==> config.mk <==
export PLATFORM = sky130hd
export DESIGN_NAME = wildcard_glob_matcher
export DESIGN_NICKNAME = d
export VERILOG_FILES = /design/src/hdl/wgm_pkg.sv /design/src/hdl/wgm_cell.sv /design/src/hdl/wildcard_glob_matcher.sv
export SDC_FILE = /design/constraint.sdc
export NUM_CORES = 1
export LEC_CHECK = 0
export BUFFER_PORTS_ARGS = -buffer_cell sky130_fd_sc_hd__buf_2
export CORE_MARGIN = 4
export CORE_UTILIZATION = 40
export CTS_CLUSTER_SIZE = 30
export DETAILED_ROUTE_END_ITERATION = 8
export SETUP_SLACK_MARGIN = 0.3
export SLEW_MARGIN = 15
export SYNTH_ARGS = -nofsm -noshare
export SYNTH_HDL_FRONTEND = slang
export SYNTH_SLANG_ARGS = --single-unit
==> constraint.sdc <==
create_clock -name clk -period 3 [get_ports clk]
set_input_delay 0.3 -clock clk [delete_from_list [all_inputs] [get_ports clk]]
set_output_delay 0.3 -clock clk [all_outputs]
set_load 0.03 [all_outputs]
==> src/hdl/wgm_pkg.sv <==
// Types and constants of the glob matcher.
`default_nettype none

package wgm_pkg;

	localparam logic [7:0] SYM_STAR = 8'h2A;
	localparam logic [7:0] SYM_ANY  = 8'h3F;

	typedef logic [1:0] op_t;
	localparam op_t OP_PATTERN = 2'd0;
	localparam op_t OP_SUBJECT = 2'd1;
	localparam op_t OP_END     = 2'd2;

	// broadcast from the top level to every cell
	typedef struct packed {
		logic       start;    // pattern or end beat: only position zero live
		logic       step;     // subject byte advances the live set
		logic       restart;  // drop the stored pattern
		logic       store;    // pattern byte goes into the selected cell
		logic [7:0] symbol;
	} cell_ctl_t;

endpackage

`default_nettype wire

==> src/hdl/wgm_cell.sv <==
// One pattern position: stored byte, occupancy and live bit.
`default_nettype none

module wgm_cell
	import wgm_pkg::*;
#(
	parameter bit HEAD = 1'b0
) (
	input  wire logic      clk,
	input  wire logic      arst_n,
	input  wire cell_ctl_t ctl,
	input  wire logic      wr_sel,
	input  wire logic      hint_in,
	input  wire logic      fwd_in,
	output logic           hint_out,
	output logic           fwd_out,
	output logic           closed
);

	logic [7:0] byte_q;
	logic       occ_q;
	logic       live_q;
	logic       is_star;
	logic       hit;

	// a star never follows a star in the store, so closure is one hop
	assign closed   = live_q | hint_in;
	assign is_star  = occ_q & (byte_q == SYM_STAR);
	assign hit      = (byte_q == SYM_ANY) | (byte_q == ctl.symbol);
	assign hint_out = live_q & is_star;
	assign fwd_out  = closed & occ_q & !is_star & hit;

	always_ff @(posedge clk) begin
		if (ctl.store && wr_sel) begin
			byte_q <= ctl.symbol;
		end
	end

	always_ff @(posedge clk or negedge arst_n) begin
		if (!arst_n) begin
			occ_q  <= 1'b0;
			live_q <= HEAD;
		end else begin
			if (ctl.store && wr_sel) begin
				occ_q <= 1'b1;
			end else if (ctl.restart) begin
				occ_q <= 1'b0;
			end
			if (ctl.start) begin
				live_q <= HEAD;
			end else if (ctl.step) begin
				live_q <= fwd_in | (closed & is_star);
			end
		end
	end

endmodule

`default_nettype wire

==> src/hdl/wildcard_glob_matcher.sv <==
// Glob matcher top level: append logic, cell chain and result register.
//
// Channels: one input channel (in_valid / in_stall, fields operation, symbol,
// restart) and one result channel (out_valid / out_stall, fields matched,
// overflow). A beat moves at a rising edge with valid high and stall low.
// Operation 0 appends a pattern byte (restart clears the pattern first),
// operation 1 feeds a subject byte, operation 2 ends the subject and yields
// one result beat; operation 3 is a no-op.
// Throughput: one input beat per cycle unless stalled. Each cell of the chain
// owns one pattern position and updates its live bit from its left neighbour
// in the same cycle, so the live set advances once per subject beat.
// Latency: a result appears on out_valid the cycle after its end beat.
// Runs of stars are kept as one star in the cells while the logical length
// still counts every byte, so capacity overflow follows the byte count.
// Reset: empty pattern, overflow clear, only position zero live; no result.
// Stall: a waiting result holds its payload; pattern and subject beats are
// still taken, and only an end beat is held off until the result is taken.
`default_nettype none

module wildcard_glob_matcher
	import wgm_pkg::*;
#(
	parameter int PATTERN_DEPTH = 64
) (
	input  wire logic       clk,
	input  wire logic       arst_n,
	input  wire logic       in_valid,
	output logic            in_stall,
	input  wire logic [1:0] operation,
	input  wire logic [7:0] symbol,
	input  wire logic       restart,
	output logic            out_valid,
	input  wire logic       out_stall,
	output logic            matched,
	output logic            overflow
);

	localparam int LW = $clog2(PATTERN_DEPTH + 1);

	logic [LW-1:0] cnt_q;        // logical pattern length
	logic [LW-1:0] plen_q;       // bytes held in cells
	logic          last_star_q;  // last stored byte was a star
	logic          ovf_q;
	logic          live_tail_q;  // position just past the last cell

	logic          out_valid_q;
	logic          matched_q;
	logic          overflow_q;

	logic          accept;
	logic          is_pat;
	logic          is_sub;
	logic          is_end;
	logic [LW-1:0] base_cnt;
	logic [LW-1:0] base_plen;
	logic          base_last;
	logic          base_ovf;
	logic          full;
	logic          sym_star;
	logic          keep_byte;
	cell_ctl_t     ctl;

	logic [PATTERN_DEPTH:0] fwd_v;
	logic [PATTERN_DEPTH:0] hint_v;
	logic [PATTERN_DEPTH:0] closed_v;

	assign is_pat = (operation == OP_PATTERN);
	assign is_sub = (operation == OP_SUBJECT);
	assign is_end = (operation == OP_END);

	// only an end beat needs the result register
	assign in_stall = out_valid_q & out_stall & is_end;
	assign accept   = in_valid & !in_stall;

	// restart empties the pattern before this byte lands
	assign base_cnt  = restart ? '0 : cnt_q;
	assign base_plen = restart ? '0 : plen_q;
	assign base_last = restart ? 1'b0 : last_star_q;
	assign base_ovf  = restart ? 1'b0 : ovf_q;
	assign full      = (base_cnt == LW'(PATTERN_DEPTH));
	assign sym_star  = (symbol == SYM_STAR);
	// a star straight after a star adds nothing to the match set
	assign keep_byte = !full & !(sym_star & base_last);

	assign ctl.start   = accept & (is_pat | is_end);
	assign ctl.step    = accept & is_sub;
	assign ctl.restart = accept & is_pat & restart;
	assign ctl.store   = accept & is_pat & keep_byte;
	assign ctl.symbol  = symbol;

	assign fwd_v[0]  = 1'b0;
	assign hint_v[0] = 1'b0;

	for (genvar i = 0; i < PATTERN_DEPTH; i++) begin : g_cell
		wgm_cell #(
			.HEAD (i == 0)
		) u_cell (
			.clk      (clk),
			.arst_n   (arst_n),
			.ctl      (ctl),
			.wr_sel   (base_plen == LW'(i)),
			.hint_in  (hint_v[i]),
			.fwd_in   (fwd_v[i]),
			.hint_out (hint_v[i+1]),
			.fwd_out  (fwd_v[i+1]),
			.closed   (closed_v[i])
		);
	end

	// the tail position has no byte of its own, it only collects
	assign closed_v[PATTERN_DEPTH] = live_tail_q | hint_v[PATTERN_DEPTH];

	always_ff @(posedge clk or negedge arst_n) begin
		if (!arst_n) begin
			cnt_q       <= '0;
			plen_q      <= '0;
			last_star_q <= 1'b0;
			ovf_q       <= 1'b0;
			live_tail_q <= 1'b0;
		end else begin
			if (accept && is_pat) begin
				if (full) begin
					cnt_q       <= base_cnt;
					plen_q      <= base_plen;
					last_star_q <= base_last;
					ovf_q       <= 1'b1;
				end else begin
					cnt_q       <= base_cnt + LW'(1);
					plen_q      <= keep_byte ? base_plen + LW'(1) : base_plen;
					last_star_q <= sym_star;
					ovf_q       <= base_ovf;
				end
			end
			if (ctl.start) begin
				live_tail_q <= 1'b0;
			end else if (ctl.step) begin
				live_tail_q <= fwd_v[PATTERN_DEPTH];
			end
		end
	end

	// result register
	always_ff @(posedge clk or negedge arst_n) begin
		if (!arst_n) begin
			out_valid_q <= 1'b0;
		end else if (accept && is_end) begin
			out_valid_q <= 1'b1;
		end else if (!out_stall) begin
			out_valid_q <= 1'b0;
		end
	end

	always_ff @(posedge clk) begin
		if (accept && is_end) begin
			matched_q  <= closed_v[plen_q] & !ovf_q;
			overflow_q <= ovf_q;
		end
	end

	assign out_valid = out_valid_q;
	assign matched   = matched_q;
	assign overflow  = overflow_q;

endmodule

`default_nettype wire

==> results.toml, run 1 <==
[worst_setup_path]
critPathSlowestCell = "dfrtp_1"
cp.required_ps = 3510
critPathTopFamily = "simple AND/OR/NAND/NOR gates"
cp-start-kind = "flip-flop"
critical_path_class = "reg2reg"
cpMostUsedCell = "nand2_1"
cp_data_arrival_time_ps = 3130
r2r_slack_ps = 380
critical-path-max-stage-delay_ps = 420
crit_fanout = 12
critPathBufInv = 2
cp-end-kind = "flip-flop"
crit_chain = "nand2_1 -> ha_1 -> nand4bb_1 -> o41ai_4 -> a31oi_4 -> buf_12 -> and2_1 -> nand2_1 -> nor2_1 -> buf_4 -> a21o_1"

[power]
vdd_ir_drop_max_uv = 395
p_per_area_nw_per_um2 = 554
fin_total_pwr_uw = 20600
leakagePower_uw = 0.0129

[placed_design]
dp_hpwl_um = 56900
io_buffers = 18
gp_congestion = 0.877
dp.cells = 3792

[die]
chipHeight_um = 292
start_util = 0.403
io_pins = 19
die_area_um2 = 85500
coreArea_um2 = 80400
die_width_um = 292
num_rows = 104

[timing]
setup_viol = 0
period_share = 0.875
max_freq_mhz = 381
relSlewSlack = 0.453
drv_slew = 0
tns_ps = 0
clock_skew_ps = 34.3
final_hold_viol_count = 0
period_needed_ps = 2620
tightest_slew_ps = 817
rsz0062_at_grt = "no"

[final_layout]
drive_above_1_share = 0.112
final_core_util = 0.463
final_cells = 3932
nFillCells = 7076
area_growth_pct = 15.0
nets = 2836

[drt]
vias = 22500
via_per_inst = 5.72
wl_um = 86500
wl_per_cell_um = 22.0
drt-initial-drc-count = 1850
firstDrtPassIters = 7
ant_nets = 0
drc = 0

[clocking]
insertion_delay_ps = 610
root_buffer = "clkbuf_16"
numClockSinks = 660
cts_buffer_depth = 3
numCtsBuffers = 73
htreeDepth = 3
cts_tree = "yes"
cts.clk_slew.worst_paths_ps = 60

[synthesis]
ys_seq_area_frac = 0.590
yosysTopAreaCell = "edfxtp_1"
netlist_area_um2 = 32400
synth_most_common_cell = "edfxtp_1"
yosysWarnings = 0
synth.avg_cell_area_um2 = 12.1
netlist_top_cells_area = "edfxtp_1, dfrtp_1, xnor2_1"
netlist-cell-type-count = 87
ys_seq_elements = 660
syn_nets = 2689
synth_common_cells = "edfxtp_1, xnor2_1, nor2_1"
synthFlopType = "edfxtp_1"
synth_top_area_frac = 0.477
syn_inst = 2668
async_flop_share = 0.221
synth_enable_flop_cells = 514

[global_route]
grt_overflow = 0
grt_pass1_wl_um = 133000
antenna_found_initial = 0
grt_pass1_vias = 22900
grt_max_degree = 72
track_usage = 0.199

[status]
status = "finished clean"

[job]
maxCapViolCount = 0

[min_path]
min_path_type = "in2reg"
[layer usage]
| metal | GRT usage | wire length [um] | vias to the layer above |
|---|---|---|---|
| met5 | 0 | 0 | - |
| met2 | 0.322 | 40300 | 709 |
| met3 | 0.0351 | 5870 | 153 |
| li1 | - | - | 10300 |
| met4 | 0.0632 | 2320 | 0 |
| met1 | 0.273 | 38000 | 11300 |
[cell usage in the layout (no fill, tap or decap), drive strengths merged, types with 22 or more instances in the layout]
master,n
edfxtp,514
xnor2,336
nor2,210
xor2,182
nand2,181
buf,162
dfrtp,145
nand4,124
o21ai,114
clkbuf,103
a21o,83
nor4,74
nand3,73
nor3,63
a22o,44
o31ai,36
a21oi,31
inv,31
nand2b,25
or3,24
and3,22
[path summary, 6_finish.rpt]
path | startpoint | endpoint | cells past startpoint
max | cnt_q[0] | g_cell[23].u_cell.occ_q | 11
min | symbol[5] | g_cell[57].u_cell.byte_q[5] | 1
min reg2reg | g_cell[34].u_cell.occ_q | g_cell[34].u_cell.occ_q | 1
max reg2reg | cnt_q[0] | g_cell[23].u_cell.occ_q | 11
min in group asynchronous | arst_n | g_cell[48].u_cell.live_q | 2
max in group asynchronous | arst_n | cnt_q[5] | 3
[metrics by stage]
step | hold WS (ps) | cell area [um2] | worst slack [ps]
floorplan | 4.41 | 32400 | 615
global placement | 231 | 34700 | 0.744
detailed placement | 235 | 34700 | 41.2
CTS | 1.62 | 37100 | 298
global route | 18.9 | 37200 | 301
finish | 40.5 | 37200 | 375
[repair_timing]
| item | CTS | global route |
|---|---|---|
| setup endpoints to repair | 66 | 264 |
| setup buffers | 0 | 3 |
| endpoints found under the hold margin | 63 | 0 |
| gates resized for setup | 6 | 14 |
| hold buffers | 5 | 0 |
[registers in the layout, indices dropped and copies added, names as in the netlist, 7 cells and up]
name,cells
plen_q,7
g_cell.u_cell.live_q,64
g_cell.u_cell.byte_q,512
g_cell.u_cell.occ_q,64
cnt_q,7
[layout make-up]
type,instances,area (um2),share of cell area
Clock inverter,28,330,0.00887
Tap cell,1060,1330,0.0356
Sequential cell,660,19100,0.513
Clock buffer,103,2070,0.0556
Multi-Input combinational cell,1882,12800,0.343
Inverter,31,116,0.00313
Antenna cell,1,2.50,0.0000672
Timing Repair Buffer,167,1520,0.0407
[kinds of logic after synthesis]
family / count (synthesis) / share of synthesized area
buffers and inverters: 126 / 0.0188
and+or+nand+nor: 904 / 0.149
adders and majority gates: 6 / 0.00232
xor gates and xnor gates: 518 / 0.140
muxes: 4 / 0.00128
AOI/OAI and AO/OA: 450 / 0.0988
DFF: 660 / 0.590
[power by group]
part	switching, uW	total (uW)	internal, uW
Clock	3560	8970	5410
Combinational	1100	1660	563
Sequential	72.5	10000	9940
(Power assumes the default switching activity.)
==> run 2, diff against run 1 <==
--- a/config.mk
+++ b/config.mk
@@ -7,10 +7,11 @@
 export LEC_CHECK = 0
 export BUFFER_PORTS_ARGS = -buffer_cell sky130_fd_sc_hd__buf_2
 export CORE_MARGIN = 4
-export CORE_UTILIZATION = 40
+export CORE_UTILIZATION = 45
 export CTS_CLUSTER_SIZE = 30
 export DETAILED_ROUTE_END_ITERATION = 8
 export SETUP_SLACK_MARGIN = 0.3
+export SKIP_LAST_GASP = 1
 export SLEW_MARGIN = 15
 export SYNTH_ARGS = -nofsm -noshare
 export SYNTH_HDL_FRONTEND = slang
==> run 2 against run 1 <==
Against the previous run: clock-buffer cell count decreased by 5; maximum frequency increased by 0.14%; sequential share of layout area increased by 0.40 points; highest routed layer unchanged; critical endpoint is now matched; final area decreased by 0.77%; largest cell class unchanged.
==> results.toml, run 2 (same netlist as run 1, synthesis figures left out) <==
[status]
status = "finished clean"

[final_layout]
top_register = "g_cell.u_cell.byte_q"
area_growth_pct = 14.1
layout.cells.most_common = "edfxtp_1"
multiInputGateArea_um2 = 12700
reg_top3 = "g_cell.u_cell.byte_q: 512 flops, g_cell.u_cell.live_q: 64 flops, g_cell.u_cell.occ_q: 64 flops"
nets = 2831
register_area_um2 = 19100
nFillCells = 6038
final_cell_mix = "edfxtp_1, xnor2_1, nor2_1, xor2_1, nand2_1"
drive_above_1_share = 0.106
largest_register_ffs = 512

[placed_design]
gp_congestion = 0.869
dp_hpwl_um = 54900
io_buffers = 18
dpl_worst_slack_ps = 311

[timing]
relSlewSlack = 0.517
period_needed_ps = 2620
setup_viol = 0
tightest_slew_ps = 722
drv_slew = 0
rsz0062_at_grt = "yes"
period_share = 0.874
tns_ps = 0
final.setup.worst_slack_ps = 379
clock_skew_ps = 20.4
max_freq_mhz = 382
final_hold_viol_count = 0

[global_route]
use_met3 = 0.0315
track_usage = 0.223
grtUsageMet2 = 0.371
grt_pass1_vias = 23200
antenna_found_initial = 1
top_usage_layer = "met2"
grt_pass1_wl_um = 135000
grt_overflow = 0
grt_max_degree = 92
grt_util_met1 = 0.303

[drt]
wl_per_cell_um = 22.8
firstDrtPassIters = 5
via_per_inst = 5.89
vias = 22500
drc = 0
ant_nets = 0
drt-initial-drc-count = 1568
wl_um = 86900

[min_path]
holdPathStages = 3
min-delay-start = "in_valid"
hold_end = "g_cell[0].u_cell.live_q"
min_path_type = "in2reg"

[clocking]
cts.clk_slew.worst_paths_ps = 60
root_buffer = "clkbuf_16"
numCtsBuffers = 73
cts_buffer_depth = 3
htreeDepth = 3
insertion_delay_ps = 620
cts_tree = "yes"
numClockSinks = 660

[worst_setup_path]
cp.required_ps = 3360
crit_fanout = 8
cp_data_arrival_time_ps = 2990
timing.rr.end = "matched"
critPathTopFamily = "compound AO/OA/AOI/OAI gates"
reg2reg_depth = 6
r2r_start = "plen_q[0]"
r2r_slack_ps = 380
crit_chain = "nand2b_1 -> or3_1 -> o21ai_0 -> o311ai_1 -> a32o_1 -> o311a_1"
critical_path_class = "reg2reg"
critPathSlowestCell = "dfrtp_1"
cp-start-kind = "flip-flop"
cp-end-kind = "flip-flop"
critPathBufInv = 0
critical-path-max-stage-delay_ps = 520

[die]
die_area_um2 = 76300
chipHeight_um = 276
die_width_um = 276
coreArea_um2 = 71400
num_rows = 98
io_pins = 19
start_util = 0.454

[power]
p_per_area_nw_per_um2 = 559
leakagePower_uw = 0.0128
vdd_ir_drop_max_uv = 373

[job]
maxCapViolCount = 0
==> run 2: cell count changes in the layout (fill, tap and decap cells not counted), moves of 3 or more <==
cell      previous run  this run
nor4_1              68        71
nor2_2               3         0
clkinv_1            10        13
clkinv_2             8        12
clkbuf_8            11         4
nor4_2               5         2
nor2_1             206       209
==> run 2: metal layers <==
metal / routed length [um] / part of all wire
met3: 5010 / 0.058
met2: 41200 / 0.47
met5: 0 / 0
met1: 38200 / 0.44
met4: 2470 / 0.028
==> run 2: metrics by stage <==
stage          instances  total power, uW  hold slack (ps)  area, um2   util
2_1_floorplan       2668            11100             4.41      32400      -
3_3_place_gp        3681            11800              315      34500  0.483
3_5_place_dp        3681            11800              323      34500  0.483
4_1_cts             3819            20800             28.3      36900  0.517
5_1_grt             3820            21400             51.9      36900  0.518
6_report            3820            20600             56.0      36900  0.518
==> run 2: cell type report <==
| type | instances | share of cell area |
|---|---|---|
| well taps | 950 | 0.0322 |
| repair buffers | 162 | 0.0392 |
| clock inverters | 36 | 0.0104 |
| multi-input cells | 1882 | 0.344 |
| flip-flops and latches | 660 | 0.517 |
| inverters | 31 | 0.00315 |
| clock buffers | 98 | 0.0542 |
| diodes | 1 | 0.0000677 |
==> run 2: worst max path at each step <==
stage / start / endpoint / slack, ps / depth (start not counted)
2_1_floorplan: restart / g_cell[47].u_cell.byte_q[0] / 610 / 10
3_3_place_gp: restart / g_cell[19].u_cell.occ_q / 310 / 12
3_5_place_dp: restart / g_cell[4].u_cell.byte_q[5] / 310 / 11
4_1_cts: g_cell[53].u_cell.byte_q[7] / matched / 380 / 8
5_1_grt: g_cell[52].u_cell.byte_q[7] / matched / 240 / 8
6_report: plen_q[0] / matched / 380 / 6
==> run 2: power by group <==
| part | switching (uW) | internal [uW] | total [uW] |
|---|---|---|---|
| clock | 3580 | 5380 | 8960 |
| combinational | 1110 | 563 | 1670 |
| sequential | 80.7 | 9940 | 10000 |
==> run 2: worst register-to-register path, stage by stage, from the launching register on <==
cell and delay, ps:
dfrtp_1 520, nand2b_1 380, or3_1 420, o21ai_0 440, o311ai_1 180, a32o_1 280, o311a_1 140
==> run 2: what timing repair did <==
item,CTS,global route
gates resized for setup,0,6
endpoints found under the hold margin,46,0
hold buffers,4,0
setup buffers,0,0
setup endpoints to repair,0,46
==> run 3, diff against run 2 <==
--- a/config.mk
+++ b/config.mk
@@ -6,9 +6,10 @@
 export NUM_CORES = 1
 export LEC_CHECK = 0
 export BUFFER_PORTS_ARGS = -buffer_cell sky130_fd_sc_hd__buf_2
+export CORE_ASPECT_RATIO = 0.9
 export CORE_MARGIN = 4
 export CORE_UTILIZATION = 45
-export CTS_CLUSTER_SIZE = 30
+export CTS_CLUSTER_SIZE = 8
 export DETAILED_ROUTE_END_ITERATION = 8
 export SETUP_SLACK_MARGIN = 0.3
 export SKIP_LAST_GASP = 1
==> run 3 against run 2 <==
Against the previous run: register-to-register slack worse by 120 ps; sequential share of layout area is 0.19 points lower; maximum frequency is 4.5% lower; non-clock buffer count is 32 lower; final area is 0.36% higher; critical path depth is 1 higher; clock skew is 5.9 ps higher; utilization is 0.13 points higher; clock power is 6.7% higher.
==> results.toml, run 3 (same netlist as run 1, synthesis figures left out) <==
[status]
status = "finished clean"

[min_path]
min_path_type = "in2reg"
min-delay-start = "symbol[4]"
holdPathStages = 2
hold_end = "g_cell[57].u_cell.byte_q[4]"

[worst_setup_path]
critPathSlowestCell = "nor2_1"
cp.required_ps = 3250
cp-end-kind = "flip-flop"
critPathLaunch = "cnt_q[0]"
critPathBufInv = 0
cp_data_arrival_time_ps = 2990
r2r_start = "cnt_q[0]"
crit_chain = "nand2_1 -> ha_1 -> nand4bb_1 -> o41ai_4 -> a31oi_4 -> nand3_1 -> nor2_1"
r2r_slack_ps = 260
crit_fanout = 9
critical-path-max-stage-delay_ps = 680
reg2reg_depth = 7
cp-start-kind = "flip-flop"
timing.rr.end = "g_cell[58].u_cell.byte_q[4]"
worst-path-stages = 7
critical_path_class = "reg2reg"
critPathTopFamily = "simple AND/OR/NAND/NOR gates"

[clocking]
insertion_delay_ps = 640
cts.clk_slew.worst_paths_ps = 50
numClockSinks = 660
cts_tree = "yes"
cts_buffer_depth = 3
root_buffer = "clkbuf_16"
htreeDepth = 3
numCtsBuffers = 92

[die]
num_rows = 93
chipHeight_um = 262
io_pins = 19
start_util = 0.453
coreArea_um2 = 71400
die_width_um = 291
die_area_um2 = 76300

[drt]
via_per_inst = 5.84
firstDrtPassIters = 5
vias = 22300
drc = 0
drt-initial-drc-count = 1775
wl_um = 86700
wl_per_cell_um = 22.7
ant_nets = 0

[final_layout]
top_register = "g_cell.u_cell.byte_q"
largest_register_ffs = 512
drive_above_1_share = 0.105
nets = 2818
antennaDiodeCount = 0
area_growth_pct = 14.6
final_cells = 3823
layout.cells.most_common = "edfxtp_1"
final_cell_mix = "edfxtp_1, xnor2_1, xor2_1, nor2_1, nand2_1"
reg_top3 = "g_cell.u_cell.byte_q: 512 flops, g_cell.u_cell.live_q: 64 flops, g_cell.u_cell.occ_q: 64 flops"

[timing]
setup_viol = 0
period_share = 0.915
clock_skew_ps = 26.3
max_freq_mhz = 364
relSlewSlack = 0.296
tns_ps = 0
tightest_slew_ps = 1060
period_needed_ps = 2740
final_hold_viol_count = 0
rsz0062_at_grt = "yes"
drv_slew = 0
whs_ps = 137
final.setup.worst_slack_ps = 255

[power]
p_per_area_nw_per_um2 = 573
vdd_ir_drop_max_uv = 474
leakagePower_uw = 0.0127
fin_total_pwr_uw = 21300

[global_route]
antenna_found_initial = 2
grt_pass1_wl_um = 133000
grt_overflow = 0
track_usage = 0.223
grt_max_degree = 112
grt_pass1_vias = 22900

[placed_design]
gp_congestion = 0.882
dp.cells = 3643
dp_hpwl_um = 53900
dpl_worst_slack_ps = 47.4
io_buffers = 18

[job]
maxCapViolCount = 0
-- run 3: area by class of cell --
type                            instances  area (um2)
Inverter                               31         116
Timing Repair Buffer                  130        1220
Tap cell                              950        1190
Clock buffer                          164        2590
Fill cell                            6063       34400
Sequential cell                       660       19100
Multi-Input combinational cell       1882       12800
Clock inverter                          6        63.8
-- run 3: worst max-delay path by stage --
| stage | endpoint | slack, ps |
|---|---|---|
| 6_report | g_cell[58].u_cell.byte_q[4] | 260 |
| 5_1_grt | g_cell[58].u_cell.byte_q[2] | 110 |
| 4_1_cts | g_cell[58].u_cell.byte_q[2] | 310 |
| 3_5_place_dp | g_cell[58].u_cell.byte_q[0] | 50 |
| 3_3_place_gp | g_cell[26].u_cell.byte_q[2] | 110 |
| 2_1_floorplan | g_cell[47].u_cell.byte_q[0] | 610 |
-- run 3: what timing repair did --
action	CTS	global route
hold buffers	6	0
buffers inserted	4	0
pin swaps	0	1
setup endpoints to repair	138	303
resized for setup	2	41
endpoints found under the hold margin	61	0
-- run 3: per-stage QoR --
| step | utilization | instance area, um2 |
|---|---|---|
| after CTS | 0.517 | 37000 |
| after detailed placement | 0.479 | 34200 |
| after global routing | 0.519 | 37100 |
| final | 0.519 | 37100 |
| after floorplan | - | 32400 |
| after global placement | 0.479 | 34200 |
-- run 3: per-layer routing --
metal  vias to the layer above  part of all wire  GRT usage
met3                       178             0.067     0.0451
li1                      10300                 -          -
met5                         -           0.00015          0
met1                     11100              0.45      0.308
met2                       763              0.45      0.353
met4                         2             0.033     0.0780
-- run 3: power by group --
group	internal (uW)	switching [uW]
logic	553	1120
registers	9950	73.8
clock network	5790	3770
